**config.mk**
```make
export PLATFORM = sky130hd
export DESIGN_NAME = checksum_packet_deframer_unit
export DESIGN_NICKNAME = d
export VERILOG_FILES = /design/src/cpd_pkg.sv /design/src/cpd_in_stage.sv /design/src/cpd_core.sv /design/src/cpd_out_stage.sv /design/src/checksum_packet_deframer_unit.sv
export VERILOG_INCLUDE_DIRS = /design/src /design/src/src
export SDC_FILE = /design/constraint.sdc
export NUM_CORES = 1
export LEC_CHECK = 0
export ABC_AREA = 1
export BUFFER_PORTS_ARGS = -buffer_cell sky130_fd_sc_hd__buf_2
export CAP_MARGIN = 20
export CORE_MARGIN = 1.5
export CORE_UTILIZATION = 35
export DETAILED_ROUTE_END_ITERATION = 7
export GPL_TIMING_DRIVEN = 0
export HOLD_SLACK_MARGIN = 0.12
export PLACE_DENSITY_LB_ADDON = 0.3
export SLEW_MARGIN = 20
export SYNTH_ARGS = -nofsm -noshare
export SYNTH_HDL_FRONTEND = slang
export SYNTH_SLANG_ARGS = --single-unit
```
**constraint.sdc**
```tcl
create_clock -name aclk -period 4.8 [get_ports aclk]
set_clock_uncertainty 0.15 [all_clocks]
set_input_delay 0.72 -clock aclk [delete_from_list [all_inputs] [get_ports aclk]]
set_output_delay 0.72 -clock aclk [all_outputs]
set_load 0.05 [all_outputs]
```
**src/checksum_packet_deframer_unit_assert.svh**
```systemverilog
// ----------------------------------------------------------------------------
// Checksum packet deframer assertion macros
// Concurrent assertion wrappers used by the deframer top level.
// ----------------------------------------------------------------------------
`ifndef CHECKSUM_PACKET_DEFRAMER_UNIT_ASSERT_SVH
`define CHECKSUM_PACKET_DEFRAMER_UNIT_ASSERT_SVH

// Check a property while reset is released.
`define CPD_ASSERT_RST(lbl, clk, rstn, prop, msg) \
    lbl: assert property (@(posedge clk) disable iff (!rstn) prop) else $error(msg);

// Check a property on every clock edge, reset included.
`define CPD_ASSERT_ALWAYS(lbl, clk, prop, msg) \
    lbl: assert property (@(posedge clk) prop) else $error(msg);

`endif

```
**src/cpd_pkg.sv**
```systemverilog
// ----------------------------------------------------------------------------
// Checksum packet deframer package
// Shared widths, result kind codes and the result struct.
// ----------------------------------------------------------------------------
`default_nettype none

package cpd_pkg;

    localparam int BYTE_W  = 8;
    localparam int KIND_W  = 2;
    localparam int CFG_IDX_W = 1;

    localparam logic [BYTE_W-1:0] START_DELIM_RST = 8'hAA;
    localparam logic [BYTE_W-1:0] END_DELIM_RST   = 8'h55;

    localparam logic [CFG_IDX_W-1:0] CFG_START_DELIM = 1'b0;
    localparam logic [CFG_IDX_W-1:0] CFG_END_DELIM   = 1'b1;

    localparam logic [KIND_W-1:0] KIND_PAYLOAD = 2'd0;
    localparam logic [KIND_W-1:0] KIND_GOOD    = 2'd1;
    localparam logic [KIND_W-1:0] KIND_ERROR   = 2'd2;
    localparam logic [KIND_W-1:0] KIND_ABORT   = 2'd3;

    typedef struct packed {
        logic              valid;
        logic [KIND_W-1:0] kind;
        logic [BYTE_W-1:0] data;
    } result_t;

endpackage

`default_nettype wire

```
**src/cpd_in_stage.sv**
```systemverilog
// ----------------------------------------------------------------------------
// Checksum packet deframer input stage
// Registers one received byte and holds it until the core advances.
// ----------------------------------------------------------------------------
`default_nettype none

module cpd_in_stage
    import cpd_pkg::*;
(
    input  wire logic              aclk,
    input  wire logic              aresetn,
    input  wire logic              s_tvalid,
    output logic                   s_tready,
    input  wire logic [BYTE_W-1:0] s_tdata,
    input  wire logic              advance,
    output logic                   byte_valid,
    output logic [BYTE_W-1:0]      byte_data
);

    logic              valid_reg;
    logic [BYTE_W-1:0] data_reg;

    assign s_tready   = !valid_reg || advance;
    assign byte_valid = valid_reg;
    assign byte_data  = data_reg;

    always_ff @(posedge aclk) begin
        if (!aresetn) begin
            valid_reg <= 1'b0;
        end else if (s_tready) begin
            valid_reg <= s_tvalid;
        end
    end

    always_ff @(posedge aclk) begin
        if (s_tvalid && s_tready) begin
            data_reg <= s_tdata;
        end
    end

endmodule

`default_nettype wire

```
**src/cpd_core.sv**
```systemverilog
// ----------------------------------------------------------------------------
// Checksum packet deframer core
// Frame state machine, delimiter registers and inverted modulo-256 checksum.
// ----------------------------------------------------------------------------
`default_nettype none

module cpd_core
    import cpd_pkg::*;
(
    input  wire logic                 aclk,
    input  wire logic                 aresetn,
    input  wire logic                 cfg_wr_en,
    input  wire logic [CFG_IDX_W-1:0] cfg_index,
    input  wire logic [BYTE_W-1:0]    cfg_wr_data,
    input  wire logic                 advance,
    input  wire logic [BYTE_W-1:0]    byte_data,
    output result_t                   result
);

    typedef enum logic [2:0] {
        PH_IDLE,
        PH_LENGTH,
        PH_PAYLOAD,
        PH_CHECK,
        PH_END
    } phase_t;

    phase_t            phase_reg, phase_next;
    logic [BYTE_W-1:0] length_reg, length_next;
    logic [BYTE_W-1:0] seen_reg, seen_next;
    logic [BYTE_W-1:0] sum_reg, sum_next;
    logic              match_reg, match_next;
    logic [BYTE_W-1:0] start_delim_reg;
    logic [BYTE_W-1:0] end_delim_reg;

    always_ff @(posedge aclk) begin
        if (!aresetn) begin
            start_delim_reg <= START_DELIM_RST;
            end_delim_reg   <= END_DELIM_RST;
        end else if (cfg_wr_en) begin
            unique case (cfg_index)
                CFG_START_DELIM: start_delim_reg <= cfg_wr_data;
                CFG_END_DELIM:   end_delim_reg   <= cfg_wr_data;
                default: ;
            endcase
        end
    end

    always_comb begin
        phase_next  = phase_reg;
        length_next = length_reg;
        seen_next   = seen_reg;
        sum_next    = sum_reg;
        match_next  = match_reg;
        result      = '0;
        if (byte_data == start_delim_reg) begin
            if (phase_reg != PH_IDLE) begin
                result.valid = 1'b1;
                result.kind  = KIND_ABORT;
                result.data  = length_reg;
            end
            phase_next  = PH_LENGTH;
            length_next = '0;
            seen_next   = '0;
            sum_next    = '0;
            match_next  = 1'b0;
        end else begin
            unique case (phase_reg)
                PH_LENGTH: begin
                    length_next = byte_data;
                    seen_next   = '0;
                    sum_next    = '0;
                    phase_next  = (byte_data == '0) ? PH_CHECK : PH_PAYLOAD;
                end
                PH_PAYLOAD: begin
                    sum_next     = sum_reg + byte_data;
                    seen_next    = seen_reg + 1'b1;
                    result.valid = 1'b1;
                    result.kind  = KIND_PAYLOAD;
                    result.data  = byte_data;
                    if (seen_next == length_reg) begin
                        phase_next = PH_CHECK;
                    end
                end
                PH_CHECK: begin
                    match_next = (byte_data == ~sum_reg);
                    phase_next = PH_END;
                end
                PH_END: begin
                    result.valid = 1'b1;
                    result.kind  = (match_reg && byte_data == end_delim_reg) ?
                                   KIND_GOOD : KIND_ERROR;
                    result.data  = length_reg;
                    phase_next   = PH_IDLE;
                end
                default: begin
                    phase_next = PH_IDLE;
                end
            endcase
        end
        if (!advance) begin
            result.valid = 1'b0;
        end
    end

    always_ff @(posedge aclk) begin
        if (!aresetn) begin
            phase_reg  <= PH_IDLE;
            length_reg <= '0;
            seen_reg   <= '0;
            sum_reg    <= '0;
            match_reg  <= 1'b0;
        end else if (advance) begin
            phase_reg  <= phase_next;
            length_reg <= length_next;
            seen_reg   <= seen_next;
            sum_reg    <= sum_next;
            match_reg  <= match_next;
        end
    end

endmodule

`default_nettype wire

```
**src/cpd_out_stage.sv**
```systemverilog
// ----------------------------------------------------------------------------
// Checksum packet deframer output stage
// Result register feeding the master-side stream.
// ----------------------------------------------------------------------------
`default_nettype none

module cpd_out_stage
    import cpd_pkg::*;
(
    input  wire logic              aclk,
    input  wire logic              aresetn,
    input  wire logic              advance,
    input  wire result_t           result,
    output logic                   out_free,
    output logic                   m_tvalid,
    input  wire logic              m_tready,
    output logic [BYTE_W-1:0]      m_tdata,
    output logic [KIND_W-1:0]      m_tuser
);

    logic              valid_reg;
    logic [KIND_W-1:0] kind_reg;
    logic [BYTE_W-1:0] data_reg;

    assign out_free = !valid_reg || m_tready;
    assign m_tvalid = valid_reg;
    assign m_tdata  = data_reg;
    assign m_tuser  = kind_reg;

    always_ff @(posedge aclk) begin
        if (!aresetn) begin
            valid_reg <= 1'b0;
        end else if (advance) begin
            valid_reg <= result.valid;
        end else if (m_tready) begin
            valid_reg <= 1'b0;
        end
    end

    always_ff @(posedge aclk) begin
        if (advance && result.valid) begin
            kind_reg <= result.kind;
            data_reg <= result.data;
        end
    end

endmodule

`default_nettype wire

```
**src/checksum_packet_deframer_unit.sv**
```systemverilog
// An input transfer is registered in the input stage; its result is then registered in the output stage for m_tvalid.
// Throughput: one byte per cycle while the output is not stalled; the frame state
// updates once per byte in the core between the input and result registers.
// Reset (aresetn low, synchronous) empties both registers, returns the frame
// state to idle and restores start 0xAA / end 0x55 delimiters.
// ----------------------------------------------------------------------------
// Checksum packet deframer top level
// Length-prefixed frame deframer with inverted modulo-256 payload checksum.
// ----------------------------------------------------------------------------
`default_nettype none
`include "checksum_packet_deframer_unit_assert.svh"

module checksum_packet_deframer_unit
    import cpd_pkg::*;
(
    input  wire logic                 aclk,
    input  wire logic                 aresetn,
    input  wire logic                 cfg_wr_en,
    input  wire logic [CFG_IDX_W-1:0] cfg_index,
    input  wire logic [BYTE_W-1:0]    cfg_wr_data,
    input  wire logic                 s_tvalid,
    output logic                      s_tready,
    input  wire logic [BYTE_W-1:0]    s_tdata,   // [7:0] rx_byte
    output logic                      m_tvalid,
    input  wire logic                 m_tready,
    output logic [BYTE_W-1:0]         m_tdata,   // [7:0] data
    output logic [KIND_W-1:0]         m_tuser    // [1:0] kind
);

    logic              byte_valid;
    logic [BYTE_W-1:0] byte_data;
    logic              out_free;
    logic              advance;
    result_t           result;

    assign advance = byte_valid && out_free;

    cpd_in_stage u_in_stage (
        .aclk       (aclk),
        .aresetn    (aresetn),
        .s_tvalid   (s_tvalid),
        .s_tready   (s_tready),
        .s_tdata    (s_tdata),
        .advance    (advance),
        .byte_valid (byte_valid),
        .byte_data  (byte_data)
    );

    cpd_core u_core (
        .aclk        (aclk),
        .aresetn     (aresetn),
        .cfg_wr_en   (cfg_wr_en),
        .cfg_index   (cfg_index),
        .cfg_wr_data (cfg_wr_data),
        .advance     (advance),
        .byte_data   (byte_data),
        .result      (result)
    );

    cpd_out_stage u_out_stage (
        .aclk     (aclk),
        .aresetn  (aresetn),
        .advance  (advance),
        .result   (result),
        .out_free (out_free),
        .m_tvalid (m_tvalid),
        .m_tready (m_tready),
        .m_tdata  (m_tdata),
        .m_tuser  (m_tuser)
    );

    `CPD_ASSERT_RST(a_result_lands, aclk, aresetn, (advance && result.valid) |=> m_tvalid, "result dropped before output register")
    `CPD_ASSERT_RST(a_byte_held, aclk, aresetn, (byte_valid && !advance) |=> (byte_valid && $stable(byte_data)), "pending byte lost while stalled")
    `CPD_ASSERT_ALWAYS(a_reset_empty, aclk, !aresetn |=> (!m_tvalid && !byte_valid), "pipeline not empty after reset")

endmodule

`default_nettype wire
```
---- Word-level counts from Yosys, hierarchy flattened ----
Cells that the tools add are included.
cells by class
  add/subtract/negate cells ............... 2
  $mul .................................... 0
  divide/modulo/power cells ............... 0
  magnitude comparators ................... 0
  equality and inequality tests ........... 9
  shifts and indexed selects .............. 0
  mux-type cells .......................... 19
  bitwise gates (word level) .............. 2
  reduce and logical (&&, ||, !) cells .... 20
operator list
  cell                   number
  $eq A8 B8 Y1           4
  $mux W8                4
  $pmux W8 S2            2
  $mux W11               2
  $pmux W11 S2           1
  $reduce_and A2 Y1      6
  $pmux W3 S3            1
  $add A8 B1 Y8 const B  1
  $add A8 B8 Y8          1
  $logic_not A8 Y1       1
  $not A8 Y8             1
  $eq A3 B2 Y1 const B   2
  $mux W1                6
  $mux W3                2
  $reduce_bool A2 Y1     3
  $reduce_bool A3 Y1     2
  $logic_and A1 B1 Y1    4
  $eq A3 B1 Y1 const B   1
  $eq A3 B3 Y1 const B   1
  $ne A3 B1 Y1 const B   1
  $logic_not A1 Y1       2
  $logic_or A1 B1 Y1     2
  $mux W2                1
  $not A1 Y1             1
storage, ports and cells
  bits in registers ....................... 64
  latch bits .............................. 0
  RAM bits ................................ 0
  bits in read-only memories .............. 0
  input bits .............................. 22
  output and inout port bits .............. 12
  memories kept ........................... 0

---- Depth between registers and ports, before layout ----
  depth in word-level cells ............... 7
  mapped depth ............................ 14

---- Modules after synthesis ----
A second synthesis with hierarchy kept.
second synthesis, totals
  cells, all modules ...................... 440
  area, all modules ....................... 3360.7 µm²
modules (own cells, without submodules)
  module                         instances  cells an instance  area each (µm²)
  cpd_core                       1          404                2706.3
  cpd_out_stage                  1          19                 355.3
  cpd_in_stage                   1          15                 291.5
  checksum_packet_deframer_unit  1          2                  7.5

---- Least setup slack after synthesis ----
No wires, ideal clock.
  path type ............................... in2reg
  start point ............................. input m_tready
  end point ............................... register u_out_stage.data_reg[0] (netlist: u_out_stage.m_tdata[0]), enable pin
  library setup time ...................... 0.334 ns
  arrival ................................. 1.596 ns
  path slack .............................. 2.720 ns
  cell stages on the path ................. 6
  path through ............................ inv_1 -> nand2_1 -> nand2_1 -> inv_1 -> o21ai_1 -> inv_1
between the ends
  longest elaborated chain between the ends .. 4
ends and longest elaborated chain
  item                   RTL line                             RTL
  start, declared        checksum_packet_deframer_unit.sv:25  input wire logic m_tready,
  $logic_or A1 B1 Y1 *   cpd_out_stage.sv:25                  assign out_free = !valid_reg || m_tready;
  $logic_and A1 B1 Y1 *  checksum_packet_deframer_unit.sv:36  assign advance = byte_valid && out_free;
  $mux W1                cpd_core.sv:101                      if (!advance) begin
  $logic_and A1 B1 Y1 *  cpd_out_stage.sv:41                  if (advance && result.valid) begin
  end signal, assigned   cpd_out_stage.sv:43                  data_reg <= result.data;
  end, declared          cpd_out_stage.sv:23                  logic [BYTE_W-1:0] data_reg;
Every way passes the cells marked *; elsewhere a longest branch is shown, timed or not.
A chain may end at the register's enable or synchronous reset.

---- Worst setup path after layout ----
  start point ............................. register u_in_stage.data_reg[4] (netlist: u_in_stage.byte_data[4])
  end point ............................... register u_out_stage.data_reg[1] (netlist: u_out_stage.m_tdata[1]), enable pin
between the ends
  longest elaborated chain between the ends .. 4
ends and longest elaborated chain
  item                    RTL line             RTL
  start, declared         cpd_in_stage.sv:21   logic [BYTE_W-1:0] data_reg;
  start signal, assigned  cpd_in_stage.sv:37   data_reg <= s_tdata;
  $eq A8 B8 Y1            cpd_core.sv:56       if (byte_data == start_delim_reg) begin
  $mux W11                cpd_core.sv:56
  $mux W1                 cpd_core.sv:101
  $logic_and A1 B1 Y1     cpd_out_stage.sv:41
Every way passes these cells.

==> results_dict.tcl <==
set metrics [dict create \
    rsz0062_at_grt "false" \
    fin_crit_ns 2.46 \
    place.port_buffers 33 \
    place_inst 570 \
    wl_per_cell_um 13.3 \
    ir_drop_v 0.000183 \
    synth-adder-area-share_pct 3.66 \
    ys_seq_elements 64 \
    synthFlopType "dfxtp_1" \
    synth.yosys.seq_area_share_pct 44.6 \
    hpwl_mm 5.81 \
    power.density_nw_per_um2 322 \
    syn_nets 457 \
    gr-total-overflow 0 \
    vias 2945 \
    clock_latency_ns 0.35 \
    arrival_ns 2.35 \
    syn_avg_cell_area_um2 7.70 \
    fin_nets 501 \
    synthTopCellsByCount "105 x nand2_1, 53 x nand3_1, 46 x dfxtp_1" \
    startpoint_type "register" \
    ctsHoldBuffers 0 \
    drc 0 \
    numCtsBuffers 9 \
    core_um2 9150 \
    fill_cells 940 \
    fin_setup_tns_ns 0 \
    yosysUniqueCellTypes 38 \
    worst_pin_slew_ns 0.673 \
    ctsLongestPathBuffers 2 \
    die_area_um2 9960 \
    hold_violations 0 \
    place_congestion 0.846 \
    maxSlewViolCount 0 \
    firstDrtPassIters 4 \
    crit_chain "xnor2_1 -> nand2_1 -> nor3_2 -> nand2_4 -> nand2_8 -> inv_2 -> o21ai_1 -> inv_1" \
    ios 34 \
    place_area_um2 3580 \
    final_area_um2 3800 \
    grt_pass1_vias 2746 \
    synth-simple-area-share_pct 29.1 \
    root_buffer "clkbuf_8" \
    row_count 35 \
    muxShareOfSynthArea_pct 0 \
    grt_pass1_wl_mm 13.0 \
    final_layout_size_suffix_gt1_share_pct 14.7 \
    synth_xor_xnor_area_share_pct 3.21 \
    outcome "finished clean" \
    setup_ws_ns 2.34 \
    preCtsSetupSlack_ns 2.32 \
    crit_fanout 10 \
    cp_slowest_cell "edfxtp_1" \
    syn_inst 426 \
    path_clk_slew_ns 0.08 \
    cp-end-kind "register" \
    drt-initial-drc-count 173 \
    post_cts_buffers 0 \
    max_freq_mhz 407 \
    antenna_left 0 \
    slew_headroom_pct 55.0 \
    cts_tree "yes" \
    grt_max_degree 13 \
    critPathKind "register to register" \
    synth_top_family_by_area "simple AND/OR/NAND/NOR gates" \
    cts_resized 0 \
    hp-class "register to register" \
    synth_most_common_cell "nand2_1" \
    p_total_w 0.00122 \
    cts_num_sinks 64 \
    synth_compound_area_share_pct 12.4 \
    grt_use_total_pct 16.8 \
    required_ns 4.69 \
    grt_antenna_before_repair 0 \
    yosys.area.top_type_share_pct 28.1 \
    synth_edf_count 18 \
    synthArstFlopShare_pct 0 \
    wl_mm 7.82 \
    die_w_um 99.8 \
    die_h_um 99.8 \
    drv_cap 0 \
    finalCritPeriodShare_pct 51.2 \
    synth_top_area_cell "dfxtp_1" \
    antenna_cells 0 \
    critical-path-max-stage-delay_ns 0.56 \
    yosysWarnings 0 \
    h-tree-depth 3 \
    final_cells 586 \
    initial_core_util_pct 35.8 \
    setup_viol 0 \
    syn_area_um2 3280 \
    syn_to_final_growth_pct 16.0 \
    vias_per_cell 5.03 \
    power.leakage_nw 1.61 \
    yosys-top-cells-area "dfxtp_1 28%, edfxtp_1 16%, nand2_1 12%" \
]
final timing paths:
check / from / endpoint / slack [ns] / cells after the start
max reg2reg: u_in_stage.byte_data[4]$_DFFE_PP_ / u_out_stage.m_tdata[1]$_DFFE_PP_ / 2.34 / 8
min reg2reg: u_core.match_reg$_SDFFE_PN0P_ / u_core.match_reg$_SDFFE_PN0P_ / 0.32 / 2
min: u_core.match_reg$_SDFFE_PN0P_ / u_core.match_reg$_SDFFE_PN0P_ / 0.32 / 2
max: u_in_stage.byte_data[4]$_DFFE_PP_ / u_out_stage.m_tdata[1]$_DFFE_PP_ / 2.34 / 8
power breakdown:
group | total, W | internal, W | switching (W) | leakage, nW
clock | 0.000514 | 0.000293 | 0.000221 | 0.113
combinational | 0.000117 | 0.0000403 | 0.0000764 | 0.947
sequential | 0.000593 | 0.000575 | 0.0000185 | 0.547
total | 0.00122 | 0.000908 | 0.000316 | 1.61
final cells by class:
type                    count  area [um^2]  area share (%)
well taps                 111          139            3.65
clock inverters             7         96.3            2.53
inverters                  49          184            4.84
repair buffers             33          165            4.34
plain buffers               8         46.3            1.22
multi-input cells         305         1590            41.7
flip-flops and latches     64         1460            38.4
clock buffers               9          124            3.26
cell families (layout without fill, tap and decap cells):
logic type | after synthesis | count (layout)
and+or+nand+nor | 210 | 210
AOI/OAI and AO/OA | 74 | 74
DFF | 64 | 64
buffers and inverters | 57 | 106
xor gates and xnor gates | 12 | 12
adders and majority gates | 9 | 9
cell usage in the layout (no fill, tap or decap), types with 5 or more instances in the layout:
master | synthesis | final
a21oi_1 | 36 | 36
buf_2 | 1 | 34
clkbuf_1 | 5 | 5
clkbuf_8 | 0 | 9
dfxtp_1 | 46 | 46
edfxtp_1 | 18 | 18
ha_1 | 8 | 8
inv_1 | 44 | 44
nand2_1 | 105 | 105
nand3_1 | 53 | 53
nand4_1 | 6 | 6
nor2_1 | 27 | 27
o21ai_0 | 22 | 22
xnor2_1 | 7 | 7
xor2_1 | 5 | 5
per-stage QoR:
| step | hold slack, ns | util, % |
|---|---|---|
| CTS | 0.317 | 41.5 |
| global route | 0.338 | 41.5 |
| global placement | 0.304 | 39.1 |
| finish | 0.319 | 41.5 |
| floorplan | 0.286 | - |
| detailed placement | 0.304 | 39.1 |
routing by layer:
layer	track usage, %	up-vias	wire length, um
li1	-	1515	-
met1	22.0	1338	3630
met2	26.8	79	3530
met3	4.04	13	519
met4	6.39	0	136
met5	0	-	0
worst max-delay path: cells and delay by family (launching register included):
family	cells	cell delay [ns]
DFF	1	0.56
buffers and inverters	2	0.34
and+or+nand+nor	4	0.58
xor gates and xnor gates	1	0.21
AOI/OAI and AO/OA	1	0.31
(Power assumes the default switching activity.)
